`config.mk`:
```
export PLATFORM = sky130hd
export DESIGN_NAME = tpi_div_stage
export DESIGN_NICKNAME = d
export VERILOG_FILES = /design/src/sv/three_plane_intersection_top_defines.svh /design/src/sv/tpi_pkg.sv /design/src/sv/tpi_div_stage.sv
export SDC_FILE = /design/constraint.sdc
export NUM_CORES = 1
export LEC_CHECK = 0
export ABC_AREA = 1
export BUFFER_PORTS_ARGS = -buffer_cell sky130_fd_sc_hd__buf_2
export CORE_MARGIN = 3
export CORE_UTILIZATION = 50
export CTS_CLUSTER_SIZE = 20
export DETAILED_ROUTE_END_ITERATION = 6
export PLACE_DENSITY = 0.75
export SKIP_LAST_GASP = 1
export SLEW_MARGIN = 30
export SYNTH_ARGS = -nofsm -noshare
export SYNTH_HDL_FRONTEND = slang
export SYNTH_SLANG_ARGS = --single-unit
```
`constraint.sdc`:
```
create_clock -name i_clk -period 2.9 [get_ports i_clk]
set_clock_uncertainty 0.2 [all_clocks]
set_input_delay 0 -clock i_clk [delete_from_list [all_inputs] [get_ports i_clk]]
set_output_delay 0 -clock i_clk [all_outputs]
set_load 0.05 [all_outputs]
```
`src/sv/three_plane_intersection_top_defines.svh`:
```
// Assertion macros for the three-plane intersection block.
// Used by three_plane_intersection_top; needs i_clk and i_rst_n in scope.
`ifndef THREE_PLANE_INTERSECTION_TOP_DEFINES_SVH
`define THREE_PLANE_INTERSECTION_TOP_DEFINES_SVH

// same-cycle implication
`define TPI_ASSERT_IMP(lbl, ante, cons) \
    lbl: assert property (@(posedge i_clk) disable iff (!i_rst_n) (ante) |-> (cons)) \
        else $error("tpi assertion failed");

// next-cycle implication
`define TPI_ASSERT_NXT(lbl, ante, cons) \
    lbl: assert property (@(posedge i_clk) disable iff (!i_rst_n) (ante) |=> (cons)) \
        else $error("tpi assertion failed");

`endif

```
`src/sv/tpi_pkg.sv`:
```
// Types and widths for the three-plane intersection pipeline.
// No dependencies.
package tpi_pkg;

    localparam int NRM_W  = 16;
    localparam int OFS_W  = 32;
    localparam int CW     = 33;
    localparam int PDW    = 49;
    localparam int DETW   = 51;
    localparam int PNW    = 65;
    localparam int SUMW   = 67;
    localparam int MAGW   = 66;
    localparam int AW     = 51;
    localparam int DVW    = 52;
    localparam int NW     = 83;
    localparam int RW     = 53;
    localparam int QW     = 32;
    localparam int FRAC_SH = 15;
    localparam int DIV_STEPS = 32;

    localparam logic [QW-1:0] SAT_POS = 32'h7FFF_FFFF;
    localparam logic [QW-1:0] SAT_NEG = 32'h8000_0000;

    typedef struct packed {
        logic signed [NRM_W-1:0] plane_a_nx;
        logic signed [NRM_W-1:0] plane_a_ny;
        logic signed [NRM_W-1:0] plane_a_nz;
        logic signed [OFS_W-1:0] plane_a_offset;
        logic signed [NRM_W-1:0] plane_b_nx;
        logic signed [NRM_W-1:0] plane_b_ny;
        logic signed [NRM_W-1:0] plane_b_nz;
        logic signed [OFS_W-1:0] plane_b_offset;
        logic signed [NRM_W-1:0] plane_c_nx;
        logic signed [NRM_W-1:0] plane_c_ny;
        logic signed [NRM_W-1:0] plane_c_nz;
        logic signed [OFS_W-1:0] plane_c_offset;
    } t_in;

    typedef struct packed {
        logic                    valid_res;
        logic signed [OFS_W-1:0] point_x;
        logic signed [OFS_W-1:0] point_y;
        logic signed [OFS_W-1:0] point_z;
    } t_out;

    typedef struct packed {
        logic [RW-1:0] rem;
        logic [QW-1:0] num;
        logic [QW-1:0] q;
    } t_lane;

endpackage

```
`src/sv/tpi_div_stage.sv`:
```
// One restoring-division step of one coordinate lane, registered.
// Depends on tpi_pkg.
module tpi_div_stage (
    input  logic                 i_clk,
    input  logic                 i_en,
    input  logic [tpi_pkg::DVW-1:0] i_d,
    input  tpi_pkg::t_lane       i_lane,
    output tpi_pkg::t_lane       o_lane
);
    import tpi_pkg::*;

    logic [RW-1:0] trial;
    logic          take;
    t_lane         n_lane;
    t_lane         r_lane;

    always_comb begin
        trial        = {i_lane.rem[RW-2:0], i_lane.num[QW-1]};
        take         = trial >= RW'(i_d);
        n_lane.rem   = take ? trial - RW'(i_d) : trial;
        n_lane.num   = {i_lane.num[QW-2:0], 1'b0};
        n_lane.q     = {i_lane.q[QW-2:0], take};
    end

    always_ff @(posedge i_clk) begin
        if (i_en) begin
            r_lane <= n_lane;
        end
    end

    assign o_lane = r_lane;

endmodule

```
==> summary.txt <==
Outcome
  • Status: finished clean

Detailed routing
  • Via count: ~9700
  • Wire per inst: between 15 and 20 um
  • TritonRoute pass-1 iters: 6
  • Routed WL: around 32 mm
  • Routed vias/inst: between 4 and 5
  • DRT antenna net count: 0
  • DRC: 0
  • Initial DRC count: approximately 830

Timing
  • Peak Freq: between 300 and 400 MHz
  • Fin. Hold Viols: 0
  • Finish-stage setup viols: 0
  • Tmin final: around 2.7 ns
  • RSZ-0062 raised after global routing: false
  • Final setup margin: between 0.2 and 0.25 ns
  • Post-Route Setup TNS: 0 ns
  • Worst Max-Slew Pin Slew: about 0.56 ns
  • Slew headroom: 62.05%
  • Period utilization: 91.38%
  • Fin. max-slew vios: 0

Pwr
  • Sw Ratio: roughly 39%
  • NetSw: 0.002614 W
  • Comb power frac: between 30% and 40%
  • Int Pwr: ~0.0041 W
  • Clock network fraction of total power: 33.5%
  • Pwr Total: 0.006694 W
  • Max VDD drop: around 0.00043 V
  • Power density over cell area: 536.5 nW/um^2
  • Seq pwr share: 32.0%
  • LEAKAGE: roughly 6.8 nW

Min path
  • Min-Delay Path Class: input pin to flop
  • Hold Crit Depth: 5

Worst setup path
  • Max Fanout on Critical Path: 18
  • WP data required: roughly 3 ns
  • Critical Path AT: 2.75 ns
  • Critical path launch point type: input pin
  • Crit. End Element: flop
  • Critical path class: input pin to flop

Flow run
  • Max-cap violation count: 0

Global route
  • GRT overflow: 0
  • Global Route Usage Sum: about 32%
  • Vias in the first global route: ~9500
  • First-pass GRT wire length: a little under 50 mm
  • Antenna violations before repair: 1
  • Largest net degree at the start of global routing: 80

Placed design
  • Gpl congestion: slightly below 1
  • DP Cell Count: approximately 1800
  • Port bufs: about 280
  • HPWL Detailed: between 20 and 25 mm
  • Pre-CTS setup slack: between 0.1 and 0.15 ns
  • Placed inst area: between 10000 and 15000 sq um

Finish
  • Synthesis-to-layout area growth: 38.83%
  • Final nets: 1963
  • Layout Cells excl Fill: ~2000
  • Most common cell after layout, fill and taps aside: nand2_1
  • Share of cells above drive strength 1: between 10% and 20%
  • Commonest cells after routing, fill and taps aside: 542 x nand2_1, 304 x inv_1, 283 x buf_2
  • Finished Cell Area: 12480 sq um
  • Max reg flops: 116

Synthesis
  • Post-synthesis cell type count: 30
  • Syn_nets: between 1500 and 2000
  • Post-synthesis cell count: roughly 1300
  • Cell Area, Synth: 8986 sq um
  • #FFs+latches synth: roughly 120
  • Syn Area/Cell: approximately 6.8 sq um
  • Share of the yosys chip area belonging to registers: between 30% and 40%
  • Synth Warn #: 0

Clock tree
  • CTS sink count: 116
  • Clk root buf: clkbuf_16
  • Post-CTS Setup Inserts: 0
  • CTS tree: built
  • Htree depth: 4
  • Num CTS Buffers: 17
  • Clock Pin Slew Worst Setup and Hold Paths: ~0.070 ns
  • Clock Path Buffers: 2

Die
  • Die ar.: around 20000 sq um
  • Die Wd: around 140 um
  • IO Count: 288
  • Row count: 48
  • Chip height: around 140 um
  • Initial Utilization: between 50% and 60%
  • Std-Cell Core Area: 17420 sq um
[through the flow]
| step | utilization [%] | hold WS, ns |
|---|---|---|
| after floorplan | - | -0.1011 |
| after global placement | 61.31 | -0.02306 |
| after detailed placement | 61.31 | -0.02151 |
| after CTS | 71.59 | 0.02750 |
| after global routing | 71.63 | 0.07901 |
| final | 71.63 | 0.03426 |
[worst max-delay path, stage by stage]
cell	delay, ns
dlygate4sd3_1	0.55
buf_2	0.15
ha_1	0.34
nand2_1	0.14
nor2_1	0.28
inv_1	0.07
nor2_1	0.20
nand2_1	0.09
nand2_1	0.12
nand2_1	0.10
nand3_4	0.13
buf_4	0.28
nand3_1	0.19
nand2_1	0.11
[metal layers]
metal / global-route usage, % / vias to the layer above / part of all wire (%)
met5: 0 / - / 0
met4: 10.35 / 0 / 2.6
met3: 5.087 / 56 / 8.7
met2: 57.63 / 473 / 49
met1: 40.65 / 4284 / 40
li1: - / 4879 / -
[Yosys cell counts (all sizes together)]
master	count	area share, %
a21boi	3	0.25
a21oi	29	1.6
and2	1	0.070
buf	10	0.72
clkbuf	1	0.056
conb	1	0.042
edfxtp	116	39
fa	1	0.22
ha	52	7.2
inv	305	13
nand2	542	23
nand3	59	3.5
nand3b	15	1.3
nand4	10	0.70
nor2	97	4.2
nor3	10	0.56
nor3b	1	0.084
nor4	2	0.14
o21ai	32	1.8
o21bai	6	0.50
or2	1	0.070
xnor2	24	2.3
xor2	5	0.49
[what timing repair did]
item / in CTS / in global routing
hold buffers: 118 / 0
hold endpoints to repair: 130 / 0
gates resized for setup: 0 / 2
endpoints found under the setup margin: 0 / 47
[final cells by class]
type	instances	area [sq um]
antenna	1	2.502
clock buffer	17	425.4
clock inverter	15	182.7
fill	1449	4941
inverter	305	1152
multi-input combinational	891	4285
sequential	116	3483
tap	225	281.5
timing repair buffer	408	2663
[power by group through the flow]
stage	Sequential [W]	Clock (W)	Combinational [W]
floorplan	0.00284	0	0.000848
CTS	0.00213	0.00226	0.00227
global route	0.00216	0.00234	0.00248
detailed placement	0.00216	0	0.00214
global placement	0.00216	0	0.00211
finish	0.00214	0.00224	0.00231
[cells by family after synthesis]
| family | after synthesis | synth area share, % |
|---|---|---|
| AOI/OAI and AO/OA | 70 | 4.149 |
| xor gates and xnor gates | 29 | 2.826 |
| adders and majority gates | 53 | 7.463 |
| buffers and inverters | 316 | 13.55 |
| DFF | 116 | 38.76 |
| other | 1 | 0.04173 |
| and+or+nand+nor | 738 | 33.21 |
[path summary, 6_finish.rpt]
path  startpoint          end  slack, ns
max   i_lane[96]  o_lane[110]       0.25
min      i_d[17]   o_lane[81]       0.03
(Power assumes the default switching activity.)
